File: config.mk
export PLATFORM = sky130hd
export DESIGN_NAME = sorted_priority_queue
export DESIGN_NICKNAME = d
export VERILOG_FILES = /design/src/design/spq_pkg.sv /design/src/design/spq_cell.sv /design/src/design/spq_chain.sv /design/src/design/sorted_priority_queue.sv
export VERILOG_INCLUDE_DIRS = /design/src /design/src/design
export SDC_FILE = /design/constraint.sdc
export NUM_CORES = 2
export LEC_CHECK = 0
export BUFFER_PORTS_ARGS = -buffer_cell sky130_fd_sc_hd__buf_2
export CAP_MARGIN = 10
export CORE_MARGIN = 2
export CORE_UTILIZATION = 45
export CTS_BUF_LIST = sky130_fd_sc_hd__clkbuf_4
export DETAILED_ROUTE_END_ITERATION = 8
export GPL_TIMING_DRIVEN = 0
export SLEW_MARGIN = 20
export SYNTH_ARGS = -nofsm -noshare
export SYNTH_HDL_FRONTEND = slang
export SYNTH_SLANG_ARGS = --single-unit
File: constraint.sdc
create_clock -name clk -period 10.95 [get_ports clk]
set_clock_uncertainty 0.15 [all_clocks]
set_input_delay 2.7375 -clock clk [delete_from_list [all_inputs] [get_ports clk]]
set_output_delay 2.7375 -clock clk [all_outputs]
set_load 0.02 [all_outputs]
File: src/design/sorted_priority_queue_assert.svh
// Assertion macros for the sorted priority queue.
`ifndef SORTED_PRIORITY_QUEUE_ASSERT_SVH
`define SORTED_PRIORITY_QUEUE_ASSERT_SVH

// same-cycle implication, checked outside reset
`define SPQ_ASSERT_NOW(label, ante, cons) \
    label: assert property (@(posedge clk) disable iff (!rst_n) (ante) |-> (cons)) \
        else $error("spq check failed");

// next-cycle implication, checked outside reset
`define SPQ_ASSERT_NEXT(label, ante, cons) \
    label: assert property (@(posedge clk) disable iff (!rst_n) (ante) |=> (cons)) \
        else $error("spq check failed");

`endif

File: src/design/spq_pkg.sv
// Shared types and codes for the sorted priority queue.
package spq_pkg;

    localparam int CMD_BITS    = 2;
    localparam int STATUS_BITS = 3;
    localparam int COUNT_BITS  = 5;

    typedef enum logic [CMD_BITS-1:0] {
        CMD_ENQ   = 2'd0,
        CMD_DEQ   = 2'd1,
        CMD_CHG   = 2'd2,
        CMD_CLEAR = 2'd3
    } cmd_t;

    typedef enum logic [STATUS_BITS-1:0] {
        ST_OK        = 3'd0,
        ST_EMPTY     = 3'd1,
        ST_NOT_FOUND = 3'd2,
        ST_RAISED    = 3'd3,
        ST_FULL      = 3'd4
    } status_t;

    // what every cell does this cycle
    typedef enum logic [1:0] {
        CH_HOLD,
        CH_INSERT,
        CH_DEQ,
        CH_REMOVE
    } chain_op_t;

    typedef enum logic {
        S_IDLE,
        S_INSERT
    } state_t;

endpackage

File: src/design/spq_cell.sv
// One slot of the sorted chain: holds an entry, shifts with its neighbors.
module spq_cell #(
    parameter int KEY_BITS  = 16,
    parameter int PRIO_BITS = 16
) (
    input  logic                        clk,
    input  spq_pkg::chain_op_t          op,
    input  logic [KEY_BITS-1:0]         new_key,
    input  logic signed [PRIO_BITS-1:0] new_prio,
    input  logic                        occupied,
    input  logic [KEY_BITS-1:0]         left_key,
    input  logic signed [PRIO_BITS-1:0] left_prio,
    input  logic                        left_place,
    input  logic                        left_hit,
    input  logic [KEY_BITS-1:0]         right_key,
    input  logic signed [PRIO_BITS-1:0] right_prio,
    output logic [KEY_BITS-1:0]         key,
    output logic signed [PRIO_BITS-1:0] prio,
    output logic                        place,
    output logic                        hit,
    output logic                        first_raise,
    output logic [KEY_BITS-1:0]         next_key,
    output logic signed [PRIO_BITS-1:0] next_prio
);
    import spq_pkg::*;

    logic [KEY_BITS-1:0]         key_reg;
    logic signed [PRIO_BITS-1:0] prio_reg;
    logic                        after;
    logic                        match;

    // entry sorts strictly after the broadcast item
    assign after = (prio_reg > new_prio) || ((prio_reg == new_prio) && (key_reg > new_key));
    assign place = !occupied || after;
    assign match = occupied && (key_reg == new_key);
    assign hit   = left_hit || match;
    assign first_raise = match && !left_hit && (new_prio > prio_reg);

    always_comb
    begin
        next_key  = key_reg;
        next_prio = prio_reg;
        case (op)
            CH_INSERT:
            begin
                if (left_place)
                begin
                    next_key  = left_key;
                    next_prio = left_prio;
                end
                else if (place)
                begin
                    next_key  = new_key;
                    next_prio = new_prio;
                end
            end
            CH_DEQ:
            begin
                next_key  = right_key;
                next_prio = right_prio;
            end
            CH_REMOVE:
            begin
                if (hit)
                begin
                    next_key  = right_key;
                    next_prio = right_prio;
                end
            end
            default:
            begin
                next_key  = key_reg;
                next_prio = prio_reg;
            end
        endcase
    end

    always_ff @(posedge clk)
    begin
        key_reg  <= next_key;
        prio_reg <= next_prio;
    end

    assign key  = key_reg;
    assign prio = prio_reg;

endmodule

File: src/design/spq_chain.sv
// Row of cells plus the found / raised reductions over it.
module spq_chain #(
    parameter int QUEUE_DEPTH = 16,
    parameter int KEY_BITS    = 16,
    parameter int PRIO_BITS   = 16,
    parameter int CNT_BITS    = 5
) (
    input  logic                        clk,
    input  spq_pkg::chain_op_t          op,
    input  logic [KEY_BITS-1:0]         new_key,
    input  logic signed [PRIO_BITS-1:0] new_prio,
    input  logic [CNT_BITS-1:0]         count,
    output logic [KEY_BITS-1:0]         head_key,
    output logic signed [PRIO_BITS-1:0] head_prio,
    output logic [KEY_BITS-1:0]         head_next_key,
    output logic signed [PRIO_BITS-1:0] head_next_prio,
    output logic                        found,
    output logic                        raised
);
    import spq_pkg::*;

    logic [KEY_BITS-1:0]         key_w      [QUEUE_DEPTH];
    logic signed [PRIO_BITS-1:0] prio_w     [QUEUE_DEPTH];
    logic [KEY_BITS-1:0]         nkey_w     [QUEUE_DEPTH];
    logic signed [PRIO_BITS-1:0] nprio_w    [QUEUE_DEPTH];
    logic [QUEUE_DEPTH-1:0]      place_w;
    logic [QUEUE_DEPTH-1:0]      hit_w;
    logic [QUEUE_DEPTH-1:0]      raise_w;

    for (genvar i = 0; i < QUEUE_DEPTH; i++)
    begin : g_cell
        logic [KEY_BITS-1:0]         lkey;
        logic signed [PRIO_BITS-1:0] lprio;
        logic                        lplace;
        logic                        lhit;
        logic [KEY_BITS-1:0]         rkey;
        logic signed [PRIO_BITS-1:0] rprio;

        if (i == 0)
        begin : g_first
            assign lkey   = '0;
            assign lprio  = '0;
            assign lplace = 1'b0;
            assign lhit   = 1'b0;
        end
        else
        begin : g_mid
            assign lkey   = key_w[i-1];
            assign lprio  = prio_w[i-1];
            assign lplace = place_w[i-1];
            assign lhit   = hit_w[i-1];
        end

        if (i == QUEUE_DEPTH - 1)
        begin : g_last
            assign rkey  = '0;
            assign rprio = '0;
        end
        else
        begin : g_inner
            assign rkey  = key_w[i+1];
            assign rprio = prio_w[i+1];
        end

        spq_cell #(
            .KEY_BITS  (KEY_BITS),
            .PRIO_BITS (PRIO_BITS)
        ) u_cell (
            .clk         (clk),
            .op          (op),
            .new_key     (new_key),
            .new_prio    (new_prio),
            .occupied    (CNT_BITS'(i) < count),
            .left_key    (lkey),
            .left_prio   (lprio),
            .left_place  (lplace),
            .left_hit    (lhit),
            .right_key   (rkey),
            .right_prio  (rprio),
            .key         (key_w[i]),
            .prio        (prio_w[i]),
            .place       (place_w[i]),
            .hit         (hit_w[i]),
            .first_raise (raise_w[i]),
            .next_key    (nkey_w[i]),
            .next_prio   (nprio_w[i])
        );
    end

    assign head_key       = key_w[0];
    assign head_prio      = prio_w[0];
    assign head_next_key  = nkey_w[0];
    assign head_next_prio = nprio_w[0];
    assign found          = hit_w[QUEUE_DEPTH-1];
    assign raised         = |raise_w;

endmodule

File: src/design/sorted_priority_queue.sv
// Top level: bounded min-priority queue kept sorted in a shifting chain of cells.
//
//  channel | handshake          | word fields
//  --------+--------------------+--------------------------------------------------
//  in      | in_valid/in_ready  | cmd, item_key, item_priority
//  out     | out_valid/out_ready| status, head_key, head_priority, head_valid,
//          |                    | entry_count
//
// Enqueue, dequeue, clear and any failing change are a single pass over the chain;
// a successful priority change makes two passes (remove, then insert).
// One word is in flight at a time; the result sits in an output register and
// the next word is taken while that result is being read.
// Reset clears the count and the control state only; cells past the count are
// never looked at, so entry storage needs no clearing.
// A stalled output holds off new input words.

`include "sorted_priority_queue_assert.svh"

module sorted_priority_queue #(
    parameter int QUEUE_DEPTH = 16,
    parameter int KEY_BITS    = 16,
    parameter int PRIO_BITS   = 16
) (
    input  logic                                clk,
    input  logic                                rst_n,
    input  logic                                in_valid,
    output logic                                in_ready,
    input  logic [spq_pkg::CMD_BITS-1:0]        cmd,
    input  logic [KEY_BITS-1:0]                 item_key,
    input  logic signed [PRIO_BITS-1:0]         item_priority,
    output logic                                out_valid,
    input  logic                                out_ready,
    output logic [spq_pkg::STATUS_BITS-1:0]     status,
    output logic [KEY_BITS-1:0]                 head_key,
    output logic signed [PRIO_BITS-1:0]         head_priority,
    output logic                                head_valid,
    output logic [spq_pkg::COUNT_BITS-1:0]      entry_count
);
    import spq_pkg::*;

    localparam int CW = $clog2(QUEUE_DEPTH + 1);

    // control state
    state_t          state_reg, state_next;
    logic [CW-1:0]   count_reg, count_next;
    logic            out_valid_reg, out_valid_next;

    // word held across the two halves of a priority change
    logic [KEY_BITS-1:0]         pend_key_reg;
    logic signed [PRIO_BITS-1:0] pend_prio_reg;

    // result register
    status_t                     status_reg, status_next;
    logic [KEY_BITS-1:0]         hkey_reg, hkey_next;
    logic signed [PRIO_BITS-1:0] hprio_reg, hprio_next;
    logic                        hvalid_reg, hvalid_next;
    logic [CW-1:0]               ocount_reg;

    logic                        accept;
    logic                        load_out;
    logic                        deq_hit;
    chain_op_t                   op;
    logic [KEY_BITS-1:0]         bc_key;
    logic signed [PRIO_BITS-1:0] bc_prio;

    logic [KEY_BITS-1:0]         cur_key;
    logic signed [PRIO_BITS-1:0] cur_prio;
    logic [KEY_BITS-1:0]         nxt_key;
    logic signed [PRIO_BITS-1:0] nxt_prio;
    logic                        found;
    logic                        raised;

    assign in_ready = (state_reg == S_IDLE) && (!out_valid_reg || out_ready);
    assign accept   = in_valid && in_ready;

    // second half of a change re-broadcasts the held word
    assign bc_key  = (state_reg == S_INSERT) ? pend_key_reg  : item_key;
    assign bc_prio = (state_reg == S_INSERT) ? pend_prio_reg : item_priority;

    spq_chain #(
        .QUEUE_DEPTH (QUEUE_DEPTH),
        .KEY_BITS    (KEY_BITS),
        .PRIO_BITS   (PRIO_BITS),
        .CNT_BITS    (CW)
    ) u_chain (
        .clk            (clk),
        .op             (op),
        .new_key        (bc_key),
        .new_prio       (bc_prio),
        .count          (count_reg),
        .head_key       (cur_key),
        .head_prio      (cur_prio),
        .head_next_key  (nxt_key),
        .head_next_prio (nxt_prio),
        .found          (found),
        .raised         (raised)
    );

    always_comb
    begin
        state_next  = state_reg;
        count_next  = count_reg;
        op          = CH_HOLD;
        load_out    = 1'b0;
        deq_hit     = 1'b0;
        status_next = ST_OK;
        case (state_reg)
            S_IDLE:
            begin
                if (accept)
                begin
                    load_out = 1'b1;
                    case (cmd_t'(cmd))
                        CMD_ENQ:
                        begin
                            if (count_reg == CW'(QUEUE_DEPTH))
                                status_next = ST_FULL;
                            else
                            begin
                                op         = CH_INSERT;
                                count_next = count_reg + 1'b1;
                            end
                        end
                        CMD_DEQ:
                        begin
                            if (count_reg == '0)
                                status_next = ST_EMPTY;
                            else
                            begin
                                op         = CH_DEQ;
                                deq_hit    = 1'b1;
                                count_next = count_reg - 1'b1;
                            end
                        end
                        CMD_CHG:
                        begin
                            if (!found)
                                status_next = ST_NOT_FOUND;
                            else if (raised)
                                status_next = ST_RAISED;
                            else
                            begin
                                // pull the entry out now, put it back next cycle
                                op         = CH_REMOVE;
                                count_next = count_reg - 1'b1;
                                load_out   = 1'b0;
                                state_next = S_INSERT;
                            end
                        end
                        CMD_CLEAR:
                        begin
                            count_next = '0;
                        end
                        default:
                        begin
                            count_next = count_reg;
                        end
                    endcase
                end
            end
            S_INSERT:
            begin
                op         = CH_INSERT;
                count_next = count_reg + 1'b1;
                load_out   = 1'b1;
                state_next = S_IDLE;
            end
            default:
            begin
                state_next = S_IDLE;
            end
        endcase

        // head after the command, or the removed head on a dequeue
        hvalid_next = deq_hit || (count_next != '0);
        if (deq_hit)
        begin
            hkey_next  = cur_key;
            hprio_next = cur_prio;
        end
        else if (hvalid_next)
        begin
            hkey_next  = nxt_key;
            hprio_next = nxt_prio;
        end
        else
        begin
            hkey_next  = '0;
            hprio_next = '0;
        end

        if (load_out)
            out_valid_next = 1'b1;
        else if (out_ready)
            out_valid_next = 1'b0;
        else
            out_valid_next = out_valid_reg;
    end

    always_ff @(posedge clk or negedge rst_n)
    begin
        if (!rst_n)
        begin
            state_reg     <= S_IDLE;
            count_reg     <= '0;
            out_valid_reg <= 1'b0;
        end
        else
        begin
            state_reg     <= state_next;
            count_reg     <= count_next;
            out_valid_reg <= out_valid_next;
        end
    end

    always_ff @(posedge clk)
    begin
        if (accept)
        begin
            pend_key_reg  <= item_key;
            pend_prio_reg <= item_priority;
        end
        if (load_out)
        begin
            status_reg <= status_next;
            hkey_reg   <= hkey_next;
            hprio_reg  <= hprio_next;
            hvalid_reg <= hvalid_next;
            ocount_reg <= count_next;
        end
    end

    assign out_valid     = out_valid_reg;
    assign status        = status_reg;
    assign head_key      = hkey_reg;
    assign head_priority = hprio_reg;
    assign head_valid    = hvalid_reg;
    assign entry_count   = COUNT_BITS'(ocount_reg);

    // count stays within the chain
    `SPQ_ASSERT_NOW(a_count_range, 1'b1, count_reg <= CW'(QUEUE_DEPTH))
    // the insert half of a change starts with the result register empty
    `SPQ_ASSERT_NOW(a_insert_out_empty, state_reg == S_INSERT, !out_valid_reg)
    // the insert half always finishes with a result
    `SPQ_ASSERT_NEXT(a_insert_done, state_reg == S_INSERT, (state_reg == S_IDLE) && out_valid_reg)
    // an accepted enqueue with room grows the queue by one
    `SPQ_ASSERT_NEXT(a_enq_grows,
        accept && (cmd == CMD_ENQ) && (count_reg < CW'(QUEUE_DEPTH)),
        count_reg == CW'($past(count_reg) + 1'b1))

endmodule

==> results.py <==
metrics = {
    "power": {
        "peakVddDrop_v": 0.0000754,
        "power.density_nw_per_um2": 194,
        "p_leak_nw": 19.5,
    },
    "place": {
        "dp_hpwl_mm": 132,
        "finalWeightedCongestion": 0.998,
        "placed_cell_area_um2": 45700,
        "dpl.cell_count": 5751,
        "port_buffers": 79,
    },
    "die": {
        "rows": 112,
        "fp.dieW_um": 311,
        "core-area_um2": 93500,
        "fp.dieH_um": 311,
        "dieArea_um2": 96900,
        "io_pins": 81,
        "start_util_pct": 45.4,
    },
    "critical_path": {
        "worstPathArrival_ns": 11.11,
        "critPathTopFamily": "buffers and inverters",
        "path_class": "flop to flop",
        "crit_slowest_cell": "nor3_4",
        "cp_common_cell": "clkbuf_1",
        "slowest_delay_ns": 0.96,
        "cp_data_required_time_ns": 11.58,
        "cp.buffers_inverters": 11,
        "crit_chain": "clkbuf_1 > clkbuf_1 > buf_1 > mux2i_4 > buf_8 > inv_1 > clkbuf_2 > buf_16 > ha_1 > a21oi_1 > nor2_1 > or3_1 > o41a_1 > nor4bb_1 > o21bai_1 > nand3_4 > nor3_4 > nor2_1 > clkbuf_1 > clkbuf_2 > a22oi_2 > buf_6 > buf_6",
        "crit_path_end_kind": "flop",
        "start_kind": "flop",
        "cp_max_fo": 14,
    },
    "route": {
        "detail_route.drc_violations": 0,
        "vias": 38051,
        "drt-total-wl_mm": 174,
        "drtIter0Drc": 5099,
        "ant_nets": 0,
        "wl_per_cell_um": 28.8,
        "dr.pass1.iters": 6,
        "avgViaCountPerCell": 6.29,
    },
    "yosys": {
        "syn_inst": 4371,
        "synth-edff-count": 553,
        "synth.area.mux_share_pct": 8.95,
        "synth_top_family_by_area": "compound AO/OA/AOI/OAI gates",
        "synth-seq-area-share_pct": 41.0,
        "synth-xor-area-share_pct": 0.0825,
        "synth_ff_type": "edfxtp_1",
        "synth_compound_area_share_pct": 17.3,
        "yosysWarnings": 0,
        "yosys.area_share.simple_pct": 12.8,
        "yosys_register_bits": 592,
        "syn_area_per_cell_um2": 9.72,
        "synth-adder-area-share_pct": 15.2,
        "synth_area_um2": 42500,
        "syn-num-nets": 4925,
        "async_reset_ff_share_pct": 1.18,
        "synth_cell_types": 93,
    },
    "timing": {
        "setup_tns_ns": 0,
        "clock.fmax_mhz": 95.4,
        "tightestPinTransition_ns": 1.33,
        "grt_setup_unrepaired": "false",
        "slew_violations": 0,
        "fin_crit_sh_pct": 95.7,
        "period_minus_slack_ns": 10.48,
        "maxSlewHeadroom_pct": 11.3,
        "setup_viol": 0,
        "hold_viol_final": 0,
    },
    "clocking": {
        "clock-sinks": 592,
        "cts_setup_buffers": 0,
        "clkTransAtPathRegs_ns": 0.07,
        "root_buffer": "clkbuf_4",
        "cts_resized": 0,
        "htreeDepth": 4,
        "cts_tree": "done",
        "cts_hold_buf": 0,
        "cts_buffer_depth": 3,
        "clock_latency_ns": 1.14,
        "cts_buffers": 168,
    },
    "finish": {
        "final_area_um2": 47900,
        "final_cells": 6053,
        "drive_gt1_share_pct": 12.9,
        "fin_nets": 5221,
        "area_growth_pct": 12.8,
        "final_common_cell": "nand2_1",
        "mostFrequentLayoutCells": "621 x nand2_1, 582 x o21ai_0, 553 x edfxtp_1",
    },
    "global_route": {
        "antenna_found_initial": 1,
        "grt_pass1_wl_mm": 247,
        "grt_overflow_total": 0,
        "grt_max_degree": 42,
        "grt_usage_pct": 35.1,
        "grt_pass1_vias": 35540,
    },
    "run_status": {
        "outcome": "completed",
    },
    "job": {
        "maxCapViolations": 0,
    },
    "worst_hold_path": {
        "hold_path_class": "flop to flop",
    },
}
==> power by group <==
| group | switching [W] | total, W | internal [W] |
|---|---|---|---|
| Sequential | 0.000409 | 0.00350 | 0.00309 |
| Clock | 0.00107 | 0.00217 | 0.00110 |
| Combinational | 0.00228 | 0.00361 | 0.00133 |
==> synthesized netlist by cell type (9+ instances only) <==
master    instances  share of area [%]
and3_1           11               0.16
clkbuf_1        169                1.5
a21oi_1         217                2.6
nand4_1         112                1.6
nor2b_1          50               0.74
a21oi_2          26               0.54
a21o_1           75                1.3
nand2b_1         31               0.46
o31ai_1          12               0.21
ha_1            516                 15
o211ai_1         28               0.49
a22oi_1          25               0.44
nand2_1         622                5.5
o21ai_0         582                6.9
buf_2            61               0.72
inv_1           249                2.2
nor3_1           32               0.38
a31oi_1          17               0.25
o21ai_1          11               0.13
dfxtp_1          32                1.5
and4_1            9               0.19
nor4_1           22               0.32
a22o_1           16               0.33
nand3_1          36               0.42
nor2_1          175                1.5
o21a_1           63                1.1
a211oi_1         52               0.92
mux2i_1         346                8.2
or3_1             9               0.13
edfxtp_1        553                 39
mux2_2           30               0.80
and2_1           13               0.19
a222oi_1         16               0.38
==> final cells by class <==
type	count	area, µm²
Fill cell	8878	45600
Clock inverter	56	354
Antenna cell	3	7.51
Sequential cell	592	17400
Timing Repair Buffer	126	1370
Inverter	251	942
Multi-Input combinational cell	3285	23400
Tap cell	1254	1570
Buffer	243	1070
Clock buffer	243	1820
==> layer usage <==
layer  part of all wire, %  global-route usage, %  up-vias
met5                     0                      0        -
met4                   6.6                   21.2        0
met3                    11                   7.22      450
met2                    41                   50.2     2320
met1                    42                   48.7    18351
li1                      -                      -    16930
==> worst min-delay path: cells and delay by family (launching register included) <==
kind             cells  cell delay [ns]
DFF                  1             0.33
and+or+nand+nor      2             0.10
==> stage by stage <==
stage	hold slack (ns)	power, W	util, %	worst slack, ns
after floorplan	0.298	0.00574	-	1.48
after global placement	0.311	0.00685	47.5	-4.74
after detailed placement	0.320	0.00699	48.9	0.397
after CTS	0.332	0.00915	51.2	0.620
after global routing	0.365	0.00968	51.3	0.400
final	0.332	0.00927	51.3	0.469
==> worst paths after layout <==
kind | startpoint | to | slack [ns] | depth (start not counted)
max | state_reg | u_chain.g_cell[9].u_cell.prio[10] | 0.47 | 23
min | u_chain.g_cell[0].u_cell.prio[9] | u_chain.g_cell[0].u_cell.prio[9] | 0.33 | 2
max reg2reg | state_reg | u_chain.g_cell[9].u_cell.prio[10] | 0.47 | 23
min reg2reg | u_chain.g_cell[0].u_cell.prio[9] | u_chain.g_cell[0].u_cell.prio[9] | 0.33 | 2
max in group asynchronous | rst_n | count_reg[4] | 9.07 | 1
min in group asynchronous | rst_n | count_reg[2] | 1.35 | 1
==> cells by family after synthesis <==
| group | Yosys count |
|---|---|
| buf+inv | 494 |
| flops | 592 |
| xor+xnor | 4 |
| mux | 376 |
| simple gates | 1176 |
| fa+ha+maj | 516 |
| compound gates | 1213 |
Note: power is estimated with default switching activity, not from simulation.
